### src/rtl/core/ipv4p_pkg.sv
// Package for the IPv4 prefix text parser.
// Field widths and character codes; no dependencies.
`timescale 1ns / 1ps

package ipv4p_pkg;

  localparam int CHAR_W = 8;
  localparam int ADDR_W = 32;
  localparam int LEN_W  = 6;

  localparam logic [CHAR_W-1:0] CHAR_DOT   = 8'h2E;
  localparam logic [CHAR_W-1:0] CHAR_SLASH = 8'h2F;
  localparam logic [CHAR_W-1:0] CHAR_ZERO  = 8'h30;
  localparam logic [CHAR_W-1:0] CHAR_NINE  = 8'h39;

  localparam logic [1:0] MAX_DOTS = 2'd3;

  localparam logic [8:0] OCTET_MAX = 9'd255;
  localparam logic [8:0] OCTET_SAT = 9'd256;
  localparam logic [5:0] LEN_MAX   = 6'd32;
  localparam logic [5:0] LEN_SAT   = 6'd33;

endpackage

### src/rtl/core/ipv4p_text_if.sv
// Input channel for the IPv4 prefix text parser: one text character per item.
// Depends on ipv4p_pkg.
`timescale 1ns / 1ps

interface ipv4p_text_if;
  logic                            valid;
  logic                            ready;
  logic [ipv4p_pkg::CHAR_W-1:0]    char_code;
  logic                            end_of_text;

  modport source (output valid, output char_code, output end_of_text, input ready);
  modport sink   (input valid, input char_code, input end_of_text, output ready);
endinterface

### src/rtl/core/ipv4p_result_if.sv
// Output channel for the IPv4 prefix text parser: one parsed prefix per item.
// Depends on ipv4p_pkg.
`timescale 1ns / 1ps

interface ipv4p_result_if;
  logic                            valid;
  logic                            ready;
  logic [ipv4p_pkg::ADDR_W-1:0]    address;
  logic [ipv4p_pkg::LEN_W-1:0]     prefix_length;
  logic                            status;

  modport source (output valid, output address, output prefix_length, output status,
                  input ready);
  modport sink   (input valid, input address, input prefix_length, input status,
                  output ready);
endinterface

### src/rtl/core/ipv4_prefix_text_parser_top.sv
// IPv4 prefix text parser, top level.
// Depends on ipv4p_pkg, ipv4p_text_if and ipv4p_result_if.
//
// Usage:
//   text   : one ASCII character per item ('0'..'9', '.', '/'), with
//            end_of_text set on the last character of a prefix.
//   result : one item per text, issued for the character carrying
//            end_of_text: address (first octet in bits 31:24),
//            prefix_length and status (1 = malformed; address and
//            length are then zero).
//   One character is taken per cycle unless an end-of-text character waits
//   (see below). The parse state is updated in the cycle of acceptance; the
//   result register shows it in the cycle after the last character is taken.
//   A result waiting in the output register does not block characters that
//   produce no result; an end-of-text character waits only while the output
//   register is full and not being taken.
//   Reset (rst, synchronous) clears the parse state and empties the output
//   register. After each result the parse state returns to its reset value.
`timescale 1ns / 1ps

module ipv4_prefix_text_parser_top (
  input  logic                  clk,
  input  logic                  rst,
  ipv4p_text_if.sink            text,
  ipv4p_result_if.source        result
);
  import ipv4p_pkg::*;

  logic [8:0]        octet_acc;
  logic [1:0]        dots_seen;
  logic [ADDR_W-1:0] addr_acc;
  logic [LEN_W-1:0]  len_acc;
  logic              in_len;
  logic              digit_in_field;
  logic              malformed;

  logic [8:0]        octet_acc_next;
  logic [1:0]        dots_seen_next;
  logic [ADDR_W-1:0] addr_acc_next;
  logic [LEN_W-1:0]  len_acc_next;
  logic              in_len_next;
  logic              digit_in_field_next;
  logic              malformed_next;

  logic [ADDR_W-1:0] res_address;
  logic [LEN_W-1:0]  res_length;
  logic              res_status;

  logic              out_valid;
  logic [ADDR_W-1:0] out_address;
  logic [LEN_W-1:0]  out_length;
  logic              out_status;

  logic              accept;

  function automatic logic [ADDR_W-1:0] place_octet(input logic [ADDR_W-1:0] addr,
                                                    input logic [8:0] octet,
                                                    input logic [1:0] dots);
    logic [ADDR_W-1:0] r;
    r = addr;
    unique case (dots)
      2'd0: r[31:24] = r[31:24] | octet[7:0];
      2'd1: r[23:16] = r[23:16] | octet[7:0];
      2'd2: r[15:8]  = r[15:8]  | octet[7:0];
      2'd3: r[7:0]   = r[7:0]   | octet[7:0];
      default: r = addr;
    endcase
    return r;
  endfunction

  assign text.ready = !out_valid || result.ready || !text.end_of_text;
  assign accept     = text.valid && text.ready;

  always_comb begin
    logic        is_digit;
    logic [3:0]  digit;
    logic [11:0] oct_prod;
    logic [9:0]  len_prod;
    logic        mal_end;
    logic [2:0]  fields;

    is_digit = (text.char_code >= CHAR_ZERO) && (text.char_code <= CHAR_NINE);
    digit    = text.char_code[3:0];
    oct_prod = 12'({3'b000, octet_acc} * 12'd10) + 12'(digit);
    len_prod = 10'({4'b0000, len_acc} * 10'd10) + 10'(digit);

    octet_acc_next      = octet_acc;
    dots_seen_next      = dots_seen;
    addr_acc_next       = addr_acc;
    len_acc_next        = len_acc;
    in_len_next         = in_len;
    digit_in_field_next = digit_in_field;
    malformed_next      = malformed;

    priority if (is_digit) begin
      if (in_len) begin
        if (len_prod > 10'(LEN_MAX)) begin
          malformed_next = 1'b1;
          len_acc_next   = LEN_SAT;
        end else begin
          len_acc_next = len_prod[LEN_W-1:0];
        end
      end else begin
        if (oct_prod > 12'(OCTET_MAX)) begin
          malformed_next = 1'b1;
          octet_acc_next = OCTET_SAT;
        end else begin
          octet_acc_next = oct_prod[8:0];
        end
      end
      digit_in_field_next = 1'b1;
    end else if (text.char_code == CHAR_DOT) begin
      if (in_len || !digit_in_field || dots_seen == MAX_DOTS) begin
        malformed_next = 1'b1;
      end else begin
        addr_acc_next       = place_octet(addr_acc, octet_acc, dots_seen);
        dots_seen_next      = dots_seen + 2'd1;
        octet_acc_next      = '0;
        digit_in_field_next = 1'b0;
      end
    end else if (text.char_code == CHAR_SLASH) begin
      if (in_len || !digit_in_field) begin
        malformed_next = 1'b1;
      end else begin
        addr_acc_next       = place_octet(addr_acc, octet_acc, dots_seen);
        octet_acc_next      = '0;
        in_len_next         = 1'b1;
        digit_in_field_next = 1'b0;
      end
    end else begin
      malformed_next = 1'b1;
    end

    // end-of-text evaluation on the updated state
    mal_end = malformed_next || !digit_in_field_next;
    fields  = {1'b0, dots_seen_next} + 3'd1;
    if (in_len_next) begin
      res_address = addr_acc_next;
      res_length  = len_acc_next;
    end else begin
      res_address = digit_in_field_next ?
                    place_octet(addr_acc_next, octet_acc_next, dots_seen_next) :
                    addr_acc_next;
      res_length  = {fields, 3'b000};
    end
    res_status = mal_end;
    if (mal_end) begin
      res_address = '0;
      res_length  = '0;
    end
  end

  always_ff @(posedge clk) begin
    if (rst) begin
      octet_acc      <= '0;
      dots_seen      <= '0;
      addr_acc       <= '0;
      len_acc        <= '0;
      in_len         <= 1'b0;
      digit_in_field <= 1'b0;
      malformed      <= 1'b0;
      out_valid      <= 1'b0;
    end else begin
      if (accept && text.end_of_text) begin
        out_valid <= 1'b1;
      end else if (result.ready) begin
        out_valid <= 1'b0;
      end
      if (accept) begin
        if (text.end_of_text) begin
          octet_acc      <= '0;
          dots_seen      <= '0;
          addr_acc       <= '0;
          len_acc        <= '0;
          in_len         <= 1'b0;
          digit_in_field <= 1'b0;
          malformed      <= 1'b0;
        end else begin
          octet_acc      <= octet_acc_next;
          dots_seen      <= dots_seen_next;
          addr_acc       <= addr_acc_next;
          len_acc        <= len_acc_next;
          in_len         <= in_len_next;
          digit_in_field <= digit_in_field_next;
          malformed      <= malformed_next;
        end
      end
    end
  end

  always_ff @(posedge clk) begin
    if (accept && text.end_of_text) begin
      out_address <= res_address;
      out_length  <= res_length;
      out_status  <= res_status;
    end
  end

  assign result.valid         = out_valid;
  assign result.address       = out_address;
  assign result.prefix_length = out_length;
  assign result.status        = out_status;

endmodule

### src/flat_wrapper.sv
// flat-port wrapper written by rule: the top's interface ports become plain ports
module ipv4_prefix_text_parser_top_flat import ipv4p_pkg::*;
  (clk, rst, text_valid, text_char_code, text_end_of_text, text_ready, result_valid, result_address, result_prefix_length, result_status, result_ready);
  ipv4p_text_if text_i ();
  ipv4p_result_if result_i ();
  input  logic clk;
  input  logic rst;
  input wire logic [$bits(text_i.valid)-1:0] text_valid;
  input wire logic [$bits(text_i.char_code)-1:0] text_char_code;
  input wire logic [$bits(text_i.end_of_text)-1:0] text_end_of_text;
  output wire logic [$bits(text_i.ready)-1:0] text_ready;
  output wire logic [$bits(result_i.valid)-1:0] result_valid;
  output wire logic [$bits(result_i.address)-1:0] result_address;
  output wire logic [$bits(result_i.prefix_length)-1:0] result_prefix_length;
  output wire logic [$bits(result_i.status)-1:0] result_status;
  input wire logic [$bits(result_i.ready)-1:0] result_ready;
  assign text_i.valid = text_valid;
  assign text_i.char_code = text_char_code;
  assign text_i.end_of_text = text_end_of_text;
  assign text_ready = text_i.ready;
  assign result_valid = result_i.valid;
  assign result_address = result_i.address;
  assign result_prefix_length = result_i.prefix_length;
  assign result_status = result_i.status;
  assign result_i.ready = result_ready;
  ipv4_prefix_text_parser_top u_core (.clk(clk), .rst(rst), .text(text_i), .result(result_i));
endmodule
### config.mk
export PLATFORM = sky130hd
export DESIGN_NAME = ipv4_prefix_text_parser_top_flat
export DESIGN_NICKNAME = d
export VERILOG_FILES = /design/src/rtl/core/ipv4p_pkg.sv /design/src/rtl/core/ipv4p_text_if.sv /design/src/rtl/core/ipv4p_result_if.sv /design/src/rtl/core/ipv4_prefix_text_parser_top.sv /design/src/flat_wrapper.sv
export SDC_FILE = /design/constraint.sdc
export NUM_CORES = 1
export LEC_CHECK = 0
export ABC_AREA = 1
export BUFFER_PORTS_ARGS = -buffer_cell sky130_fd_sc_hd__buf_2
export CORE_UTILIZATION = 60
export CTS_CLUSTER_DIAMETER = 40
export DETAILED_ROUTE_END_ITERATION = 8
export PLACE_DENSITY = 0.81
export SYNTH_ARGS = -nofsm -noshare
export SYNTH_HDL_FRONTEND = slang
export SYNTH_SLANG_ARGS = --single-unit
### constraint.sdc
create_clock -name clk -period 3.8 [get_ports clk]
set_input_delay 1.14 -clock clk [delete_from_list [all_inputs] [get_ports clk]]
set_output_delay 1.14 -clock clk [all_outputs]
set_load 0.005 [all_outputs]
# --- After elaboration in Yosys (flattened, before gate mapping) ---
# Cells that the tools add are included.
totals:
  reg_bits: 92
  input_bits: 13
  output_inout_bits: 41
  elab_cells: 116
classes:
  addsub: 4
  n_mul: 2
  n_lt_le_gt_ge: 4
  n_eq_ne: 11
  mux: 55
  bitwise: 9
  n_reduce_logical: 18
op_table:
  columns: ["op", "n"]
  rows:
  - ["32-bit two-way mux", 8]
  - ["9-bit two-way mux", 8]
  - ["8-bit two-way mux", 8]
  - ["8-bit bitwise OR", 8]
  - ["6-bit two-way mux", 5]
  - ["1-bit two-way mux", 22]
  - ["8-bit by 6-bit equality test with 1-bit output, second input constant", 2]
  - ["12-bit by 4-bit adder with 12-bit output", 1]
  - ["12-bit by 8-bit > comparator with 1-bit output, second input constant", 1]
  - ["9-bit by 3-bit multiplier with 11-bit output, second input constant", 1]
  - ["10-bit by 4-bit adder with 10-bit output", 1]
  - ["10-bit by 6-bit > comparator with 1-bit output, second input constant", 1]
  - ["6-bit by 3-bit multiplier with 9-bit output, second input constant", 1]
  - ["2-bit equality test, second input constant", 4]
  - ["8-bit by 6-bit >= comparator with 1-bit output, second input constant", 1]
  - ["8-bit by 6-bit <= comparator with 1-bit output, second input constant", 1]
  - ["2-bit two-way mux", 4]
  - ["1-bit logical OR", 5]
  - ["5-bit AND reduction", 1]
  - ["2-bit by 1-bit equality test with 1-bit output, second input constant", 2]
  - ["1-bit zero test", 4]
  - ["2-bit zero test", 2]
  - ["4-bit by 2-bit != test with 1-bit output, second input constant", 1]
  - ["4-bit by 3-bit != test with 1-bit output, second input constant", 1]
  - ["other kinds (8)", 10]

# --- Depth between registers and ports, before layout ---
# Gate-level depths: netlist of the first run.
logic_depth:
  ltp_word: 10
  mapped_depth: 21
  ltp_nobuf: 21

# --- Worst setup path before layout of the first run ---
# No wires, ideal clock.
synth_path:
  path_kind: "input to register"
  from: "in text_char_code[1]"
  to: "reg u_core.out_status (netlist: u_core.result.status) (data pin)"
  arrival_ns: 2.837
  required_time_ns: 3.539
  path_slack_ns: 0.702
  stages: 15
  n_path_buf: 1
  cell_sequence: "ha_1 > fa_1 > nand2_1 > nand2_1 > nand2_2 > nor2_4 > nand3_1 > nand2_1 > nand2_1 > nand2_2 > nor2_4 > nand3_1 > nand3_2 > nand3_4 > buf_6"
synth_between:
  elab_chain_len: 6
  word_cells_on_any_way: 20
synth_lines:
  columns: ["item", "line_no", "source"]
  rows:
  - ["start: declaration", "flat_wrapper.sv:9", "input wire logic [$bits(text_i.char_code)-1:0] text_char_code;"]
  - ["12-bit by 4-bit adder with 12-bit output (tied with other cells)", "ipv4_prefix_text_parser_top.sv:84", "oct_prod = 12'({3'b000, octet_acc} * 12'd10) + 12'(digit);"]
  - ["12-bit by 8-bit > comparator with 1-bit output (tied with other cells)", "ipv4_prefix_text_parser_top.sv:104", "if (oct_prod > 12'(OCTET_MAX)) begin"]
  - ["1-bit two-way mux (on tied branches)", "ipv4_prefix_text_parser_top.sv:104, ipv4_prefix_text_parser_top.sv:97, ipv4_prefix_text_parser_top.sv:112", null]
  - ["1-bit two-way mux (on tied branches)", "ipv4_prefix_text_parser_top.sv:96, ipv4_prefix_text_parser_top.sv:95", null]
  - ["1-bit two-way mux or 1-bit zero test (tied branches)", "ipv4_prefix_text_parser_top.sv:95, ipv4_prefix_text_parser_top.sv:135", null]
  - ["1-bit logical OR (*)", "ipv4_prefix_text_parser_top.sv:135", "mal_end = malformed_next || !digit_in_field_next;"]
  - ["net u_core.res_status", "ipv4_prefix_text_parser_top.sv:47", "logic res_status;"]
  - ["end signal: assignment", "ipv4_prefix_text_parser_top.sv:195", "out_status <= res_status;"]
  - ["end: declaration", "ipv4_prefix_text_parser_top.sv:52", "logic out_status;"]
# The timed path passes the listed nets; every way through them passes the cells marked *.
# A chain may end at the register's enable or synchronous reset.

# --- Worst setup path after layout of the first run ---
layout_path:
  from: "reg u_core.octet_acc[1]"
  to: "reg u_core.out_address[31] (netlist: u_core.result.address[31]) (data pin)"
layout_between:
  elab_chain_len: 10
  word_cells_on_any_way: 14
layout_lines:
  columns: ["item", "line_no", "source"]
  rows:
  - ["start: declaration", "ipv4_prefix_text_parser_top.sv:29", "logic [8:0] octet_acc;"]
  - ["start signal: assignment", "ipv4_prefix_text_parser_top.sv:179", "octet_acc <= octet_acc_next;"]
  - ["9-bit by 3-bit multiplier with 11-bit output (*)", "ipv4_prefix_text_parser_top.sv:84", null]
  - ["12-bit by 4-bit adder with 12-bit output (*)", "ipv4_prefix_text_parser_top.sv:84", null]
  - ["12-bit by 8-bit > comparator with 1-bit output", "ipv4_prefix_text_parser_top.sv:104", null]
  - ["9-bit two-way mux", "ipv4_prefix_text_parser_top.sv:104", null]
  - ["9-bit two-way mux", "ipv4_prefix_text_parser_top.sv:96", "if (in_len) begin"]
  - ["9-bit two-way mux", "ipv4_prefix_text_parser_top.sv:95", "priority if (is_digit) begin"]
  - ["8-bit bitwise OR", "ipv4_prefix_text_parser_top.sv:62", "2'd0: r[31:24] = r[31:24] | octet[7:0];"]
  - ["8-bit two-way mux", "ipv4_prefix_text_parser_top.sv:61", "unique case (dots)"]
  - ["32-bit two-way mux", "ipv4_prefix_text_parser_top.sv:141", "res_address = digit_in_field_next ?"]
  - ["32-bit two-way mux", "ipv4_prefix_text_parser_top.sv:137", "if (in_len_next) begin"]
  - ["end signal: assignment", "ipv4_prefix_text_parser_top.sv:193", "out_address <= res_address;"]
  - ["end: declaration", "ipv4_prefix_text_parser_top.sv:50", "logic [ADDR_W-1:0] out_address;"]
# Every way passes the cells marked *; elsewhere a longest branch is shown, timed or not. The select of a mux whose other input is x is not followed.

==> results of run 1 <==
-- through the flow --
stage / hold slack (ps) / cell area [µm²]
2_1_floorplan: 445 / 5580
3_3_place_gp: 457 / 6000
3_5_place_dp: 468 / 6000
4_1_cts: 497 / 6230
5_1_grt: 521 / 6230
6_report: 490 / 6230
-- worst paths after layout --
check                              endpoint  cells after the start  slack (ps)
hold / removal             u_core.malformed                      2         490
hold reg to reg            u_core.malformed                      2         490
setup reg to reg  u_core.result.address[31]                     18         510
setup / recovery  u_core.result.address[31]                     18         510
-- flip-flops by register name (all words and copies together) (netlist names) --
register and count:
u_core.malformed 1, u_core.octet_acc 9, u_core.digit_in_field 1, u_core.result.prefix_length 6
u_core.in_len 1, u_core.len_acc 6, u_core.result.valid 1, u_core.result.address 32
u_core.result.status 1, u_core.addr_acc 32, u_core.dots_seen 2
-- cell usage in the layout, fill, tap and decap left out, types with 17 or more instances in the layout --
master	netlist	layout
a21oi_1	65	65
a21oi_2	31	31
buf_2	3	53
dfxtp_1	53	53
edfxtp_1	39	39
ha_1	36	36
inv_1	68	68
nand2_1	153	153
nand2_2	17	17
nand3_1	36	36
nor2_1	69	69
nor3_1	36	36
-- kinds of logic (layout without fill, tap and decap cells) --
kind of cell               Yosys count  after routing  share of synthesized area [%]
and+or+nand+nor                    352            352                           30.3
AOI/OAI and AO/OA                  110            110                           12.1
buffers and inverters               94            160                           6.79
DFF                                 92             92                           40.0
adders and majority gates           40             40                           9.51
xor gates and xnor gates             8              8                           1.26
-- report_power, final --
group / switching [W] / internal (W) / leakage [nW]
Clock: 0.000378 / 0.000382 / 0.113
Sequential: 0.00000455 / 0.00104 / 0.803
Combinational: 0.0000704 / 0.0000295 / 1.74
Total: 0.000453 / 0.00145 / 2.65
-- worst max-delay path, stage by stage (launching register included) --
cell and delay [ps]:
dfxtp_1 480, ha_1 280, ha_1 230, inv_1 70, fa_1 500, nor2_8 170
nand2_2 90, nor2_4 100, nand3_2 80, nor2_2 100, nand2_1 60, nand2_1 70
nand2_2 60, nor2_4 130, nand3_1 120, nand3_2 140, nand3_4 110, buf_12 200
a21oi_1 140
-- layer usage --
metal | up-vias | global-route usage (%) | wire length [µm]
met2 | 161 | 49.2 | 6450
met4 | 0 | 11.1 | 332
met1 | 2279 | 36.7 | 5530
met5 | - | 0 | 0
met3 | 32 | 4.68 | 811
li1 | 2420 | - | -
-- final cells by class --
| type | instances | area (µm²) |
|---|---|---|
| clock buffer | 9 | 124 |
| sequential | 92 | 2230 |
| multi-input combinational | 510 | 2970 |
| fill | 705 | 2620 |
| clock inverter | 7 | 105 |
| inverter | 78 | 293 |
| timing repair buffer | 66 | 375 |
| tap | 108 | 135 |
==> results by group, run 1 <==
Die
  • Die width: 98.4 µm
  • I/O pin count: 54
  • Die height: 98.4 µm
  • Core Area: 8850 µm²
  • Num rows: 34
  • Starting density of the core: 63.1%
  • Die footprint: 9690 µm²

Synth
  • Synth area leader: edfxtp_1
  • Most frequent cell after synthesis: nand2_1
  • Synth async-reset ratio: 0%
  • Synth top area share: 21.0%
  • Yosys warns: 0
  • Netlist cell types: 39
  • Post-synthesis sequential area ratio: 40.0%
  • #FFs+latches synth: 92
  • Syn nets: 749
  • Synth top cells by count: nand2_1, nor2_1, inv_1, a21oi_1, dfxtp_1
  • Area contributors post-synth: edfxtp_1, dfxtp_1, nand2_1
  • Syn_area_per_cell: 8.02 µm²
  • EDFF count, synth: 39
  • Mapped Area: 5580 µm²
  • Top_reg_cell synth: dfxtp_1
  • Syn Inst Count: 696

Layout
  • Share of layout cells above drive strength 1: 22.4%
  • Post-Route Utilization: 70.4%
  • Non-Filler Instances: 870
  • Ant diodes: 0
  • Synth-to-layout area growth: 11.7%
  • Nets@finish: 810

Timing
  • Setup-failing EPs final: 0
  • Tcrit/Tclk final: 86.6%
  • Worst Max-Slew Pin Slew: 754 ps
  • RSZ-0062 raised after global routing: false
  • Setup clock skew after layout: 13.7 ps
  • Pins Over Slew Limit: 0
  • Fmax: 304 MHz
  • Setup Total Neg Slack: 0 ps
  • Final min period: 3290 ps
  • Setup ws final: 508 ps
  • Slew Limit Headroom: 49.7%
  • Hold Vio Cnt, Final: 0

Critical path
  • Data required, critical path: 4030 ps
  • Worst Setup End Kind: flip-flop
  • Crit path kind: reg -> reg
  • Reg2reg start: u_core.octet_acc[1]
  • Arr. time, crit path: 3520 ps
  • CP startpoint kind: flip-flop
  • Crit path max fanout: 33
  • Critical path origin: u_core.octet_acc[1]

Drt
  • DRC: 4
  • Via density: 5.62
  • TritonRoute pass-1 iters: 9
  • Initial DRC count: 310
  • DR vias: 4892
  • WL/cell: 15.1 µm
  • Total wire length: 13.1 mm
  • Antenna violation net count after detailed routing: 0

Global routing
  • Remaining Overflow, GRT: 0
  • Largest net degree at the start of global routing: 41
  • Initial antenna violation count: 0
  • Total track usage: 28.8%
  • Global-route wire length before repair: 22.0 mm
  • Number of global-route vias before repair: 4732

Power and ir drop
  • Pwr/cell area: 306 nW/µm²
  • Overall power: 0.00191 W
  • VDD IR max: 0.250 mV
  • P_leak: 2.65 nW

Worst hold path
  • Hold_sp: u_core.malformed
  • Hold Crit Class: reg -> reg

Outcome
  • Status: complete, but fails checks
  • Failing checks: design-rule violations

Clocking
  • Root buf cell: clkbuf_8
  • Cts repair resizes: 0
  • CTS tree: yes
  • Clk_lat worst skew: 370 ps
  • Setup bufs post-CTS: 0
  • CTS Buffer Depth: 2
  • Hold_buf cts: 0
  • Clock sinks: 92
  • CTS clk-pin slew, worst paths: 100 ps
  • H-tree depth: 3
  • TritonCTS buffer count: 9

Run
  • Max Cap Viol: 0

Place
  • Detailed placement HPWL: 9.51 mm
  • Placed cell count: 854
  • Placer congestion estimate: 0.878
  • Pre-CTS WS: 283 ps
  • IO Port Bufs: 53
Note: power is estimated with default switching activity, not from simulation.
==> run 2: changes to the inputs <==
ABC_AREA = unset   (was 1)
CORE_UTILIZATION = 59   (was 60)
PLACE_DENSITY = 0.77   (was 0.81)
==> run 2 against run 1 <==
  * Sequential share of layout area grew 1.5 points
  * Clock skew shrank 3.9 ps
  * Total power up 2.0%
  * Clock-buffer cell count unchanged
  * The flow now finishes without violations
  * Core utilization increased by 1.0 points
  * Critical path depth fell by 7
  * Design area shrank 3.9%
  * Register-to-register slack got worse by 390 ps
  * Critical path type unchanged
  * Die area down 5.3%
  * Clock power grew 6.6%
  * Sequential power barely moved
  * Via count fell by 3.4%
==> results by group, run 2 <==
Timing
  • Pins Over Slew Limit: 0 (unchanged)
  • Final min period: 3680 ps (+385 ps)
  • Tcrit/Tclk final: 96.8% (+10 points)
  • Setup clock skew after layout: 9.74 ps (-3.92 ps)
  • Slew Limit Headroom: 52.9% (+3.3 points)
  • Hold Vio Cnt, Final: 0 (unchanged)
  • Worst Max-Slew Pin Slew: 703 ps (-51.0 ps)
  • Setup-failing EPs final: 0 (unchanged)
  • Fmax: 272 MHz (-10%)

Synth
  • EDFF count, synth: 39 (unchanged)
  • Synth Area in Simple Gates: 15.5% (-15 points)
  • Syn nets: 628 (-16%)
  • Top_reg_cell synth: dfxtp_1
  • Most frequent cell after synthesis: a21oi_1
  • Syn_area_per_cell: 9.03 µm² (+13%)
  • Mapped Area: 5190 µm² (-7.0%)
  • Syn Inst Count: 575 (-17%)
  • Synth async-reset ratio: 0% (unchanged)
  • Post-synthesis xor/xnor area fraction: 2.53% (+1.3 points)
  • Post-synthesis mux area share: 0.771% (+0.77 points)
  • Compound-Gate Fraction of Synth Area: 23.5% (+11 points)
  • Post-synthesis sequential area ratio: 43.0% (+3.0 points)
  • #FFs+latches synth: 92 (unchanged)
  • Netlist cell types: 57 (+46%)
  • Area contributors post-synth: edfxtp_1, dfxtp_1, ha_1
  • Largest family of logic cells by synthesized area: compound AO/OA/AOI/OAI gates
  • Synth top area share: 22.6% (+1.6 points)
  • Synth area leader: edfxtp_1
  • Adder-Cell Fraction of Synth Area: 10.2% (+0.71 points)
  • Yosys warns: 0 (unchanged)
  • Synth top cells by count: a21oi_1, nor2_1, dfxtp_1, o21ai_0, edfxtp_1

Outcome
  • Status: finished, final reports clean

Global routing
  • Initial antenna violation count: 0 (unchanged)
  • Number of global-route vias before repair: 4421 (-6.6%)
  • Total track usage: 30.5% (+1.8 points)
  • Remaining Overflow, GRT: 0 (unchanged)
  • Largest net degree at the start of global routing: 40 (-2.4%)
  • Global-route wire length before repair: 21.1 mm (-4.2%)

Critical path
  • Buf+Inv Stages, Crit Path: 2 (unchanged)
  • Crit path max fanout: 11 (-67%)
  • Worst Setup End Kind: flip-flop
  • Worst-path cell with the longest stage delay: or4_4
  • Data required, critical path: 4030 ps (about the same)
  • CP startpoint kind: flip-flop
  • Crit path largest cell delay: 560 ps (+60 ps)
  • Crit-path cells: buf_4, ha_1, ha_1, o211ai_1, o211ai_1, a221o_1, or4_4, buf_4, a31oi_1, o21ai_0, a21oi_1
  • CP top delay family: compound AO/OA/AOI/OAI gates
  • Crit path kind: reg -> reg
  • Arr. time, crit path: 3910 ps (+390 ps)

Layout
  • Ant diodes: 0 (unchanged)
  • Most common cell after layout, fill and taps aside: a21oi_1
  • Nets@finish: 686 (-15%)
  • Most frequent cells in the layout: a21oi_1, nor2_1, buf_2
  • Share of layout cells above drive strength 1: 18.7% (-3.8 points)
  • Post-Route Utilization: 71.4% (+1.0 points)
  • Synth-to-layout area growth: 15.4%

Power and ir drop
  • Flop pwr share: 53.8% (-1.1 points)
  • Pwr/cell area: 325 nW/µm² (+6.2%)
  • Clock power share: 41.7% (+1.8 points)
  • Psw: 0.000430 W (-4.9%)
  • P_leak: 2.32 nW (-12%)
  • P_int: 0.00151 W (+4.2%)
  • Sw Share: 22.1% (-1.6 points)
  • VDD IR max: 0.185 mV (-26%)
  • Comb power frac: 4.6% (-0.6 points)
  • Overall power: 0.00194 W (+2.0%)

Place
  • IO Port Bufs: 53 (unchanged)
  • Placer congestion estimate: 0.955 (+8.8%)
  • Detailed placement HPWL: 9.77 mm (+2.7%)

Clocking
  • CTS Buffer Depth: 2 (unchanged)
  • CTS clk-pin slew, worst paths: 100 ps (about the same)
  • Clock sinks: 92 (unchanged)
  • Root buf cell: clkbuf_8
  • H-tree depth: 3 (unchanged)
  • Clk_lat worst skew: 370 ps (about the same)
  • TritonCTS buffer count: 9 (unchanged)
  • CTS tree: yes

Worst hold path
  • Hold Crit Class: reg -> reg

Die
  • Die width: 95.8 µm (-2.7%)
  • Core Area: 8380 µm² (-5.3%)
  • Die footprint: 9180 µm² (-5.3%)
  • I/O pin count: 54 (unchanged)
  • Starting density of the core: 61.9% (-1.1 points)
  • Die height: 95.8 µm (-2.7%)
  • Num rows: 33 (-2.9%)

Drt
  • DR vias: 4726 (-3.4%)
  • Via density: 6.36 (+13%)
  • Initial DRC count: 357 (+15%)
  • Antenna violation net count after detailed routing: 0 (unchanged)
  • Total wire length: 13.4 mm (+2.4%)
  • WL/cell: 18.1 µm (+20%)
  • TritonRoute pass-1 iters: 5 (-4)
  • DRC: 0 (-4)

Run
  • Max Cap Viol: 0 (unchanged)
[run 2: changes by cell type after synthesis, moves of 12 or more]
cell / change
inv_1: -49
nand2_1: -131
nor3_1: -30
clkbuf_1: +28
a21oi_1: +17
o21ai_0: +38
and2_1: +15
a31oi_1: +35
nand3_2: -12
nand3_1: -25
a21oi_2: -31
nor2_1: -12
nand2_2: -17
[run 2: routing by layer]
| layer | wire length, µm | GRT usage (%) | vias to the layer above |
|---|---|---|---|
| met5 | 0 | 0 | - |
| met4 | 437 | 16.3 | 0 |
| met3 | 966 | 4.82 | 44 |
| met2 | 6670 | 51.3 | 243 |
| met1 | 5370 | 37.6 | 2227 |
| li1 | - | - | 2212 |
[run 2: final cells by class]
| cell class | instances | area, µm² |
|---|---|---|
| clock buffers | 9 | 124 |
| repair buffers | 86 | 513 |
| fillers | 675 | 2390 |
| inverters | 20 | 75.1 |
| multi-input cells | 424 | 2790 |
| clock inverters | 7 | 123 |
| flip-flops and latches | 92 | 2230 |
| well taps | 105 | 131 |
[run 2: per-stage QoR]
stage          cell area [µm²]  std cells  hold slack (ps)  setup TNS (ps)  setup slack, ps
2_1_floorplan             5190        575              437               0              268
6_report                  5990        743              473               0              123
4_1_cts                   5920        742              477               0              105
5_1_grt                   5990        743              499           -36.1            -26.0
3_3_place_gp              5670        726              448               0              101
3_5_place_dp              5670        726              457           -29.1            -29.1
[run 2: final timing paths]
kind                                           from                  endpoint  cells after the start  slack (ps)
worst max-delay path            u_core.octet_acc[3]  u_core.result.address[5]                     11         120
worst min-delay path             u_core.addr_acc[0]        u_core.addr_acc[0]                      2         470
worst max register to register  u_core.octet_acc[3]  u_core.result.address[5]                     11         120
worst min register to register   u_core.addr_acc[0]        u_core.addr_acc[0]                      2         470
[run 2: cells by family after synthesis]
group / after synthesis
compound gates: 206
xor+xnor: 15
fa+ha+maj: 40
buf+inv: 59
flops: 92
mux: 4
simple gates: 159
[run 2: worst reg2reg max path, cell delays in order, from the launching register on]
cell	delay, ps
dfxtp_1	380
buf_4	220
ha_1	270
ha_1	380
o211ai_1	270
o211ai_1	110
a221o_1	360
or4_4	560
buf_4	200
a31oi_1	360
o21ai_0	250
a21oi_1	180
[run 2: power groups by stage]
stage	sequential, W	clock, W	combinational [W]
floorplan	0.00107	0	0.0000451
global placement	0.00107	0	0.0000864
detailed placement	0.00107	0	0.0000883
CTS	0.00105	0.000813	0.0000885
global route	0.00105	0.000848	0.0000979
finish	0.00105	0.000810	0.0000890
[run 2: what timing repair did]
item                                    CTS  global route
hold buffers                              0             0
gates resized for setup                   0            12
buffers inserted                          0             1
endpoints found under the setup margin    0            36
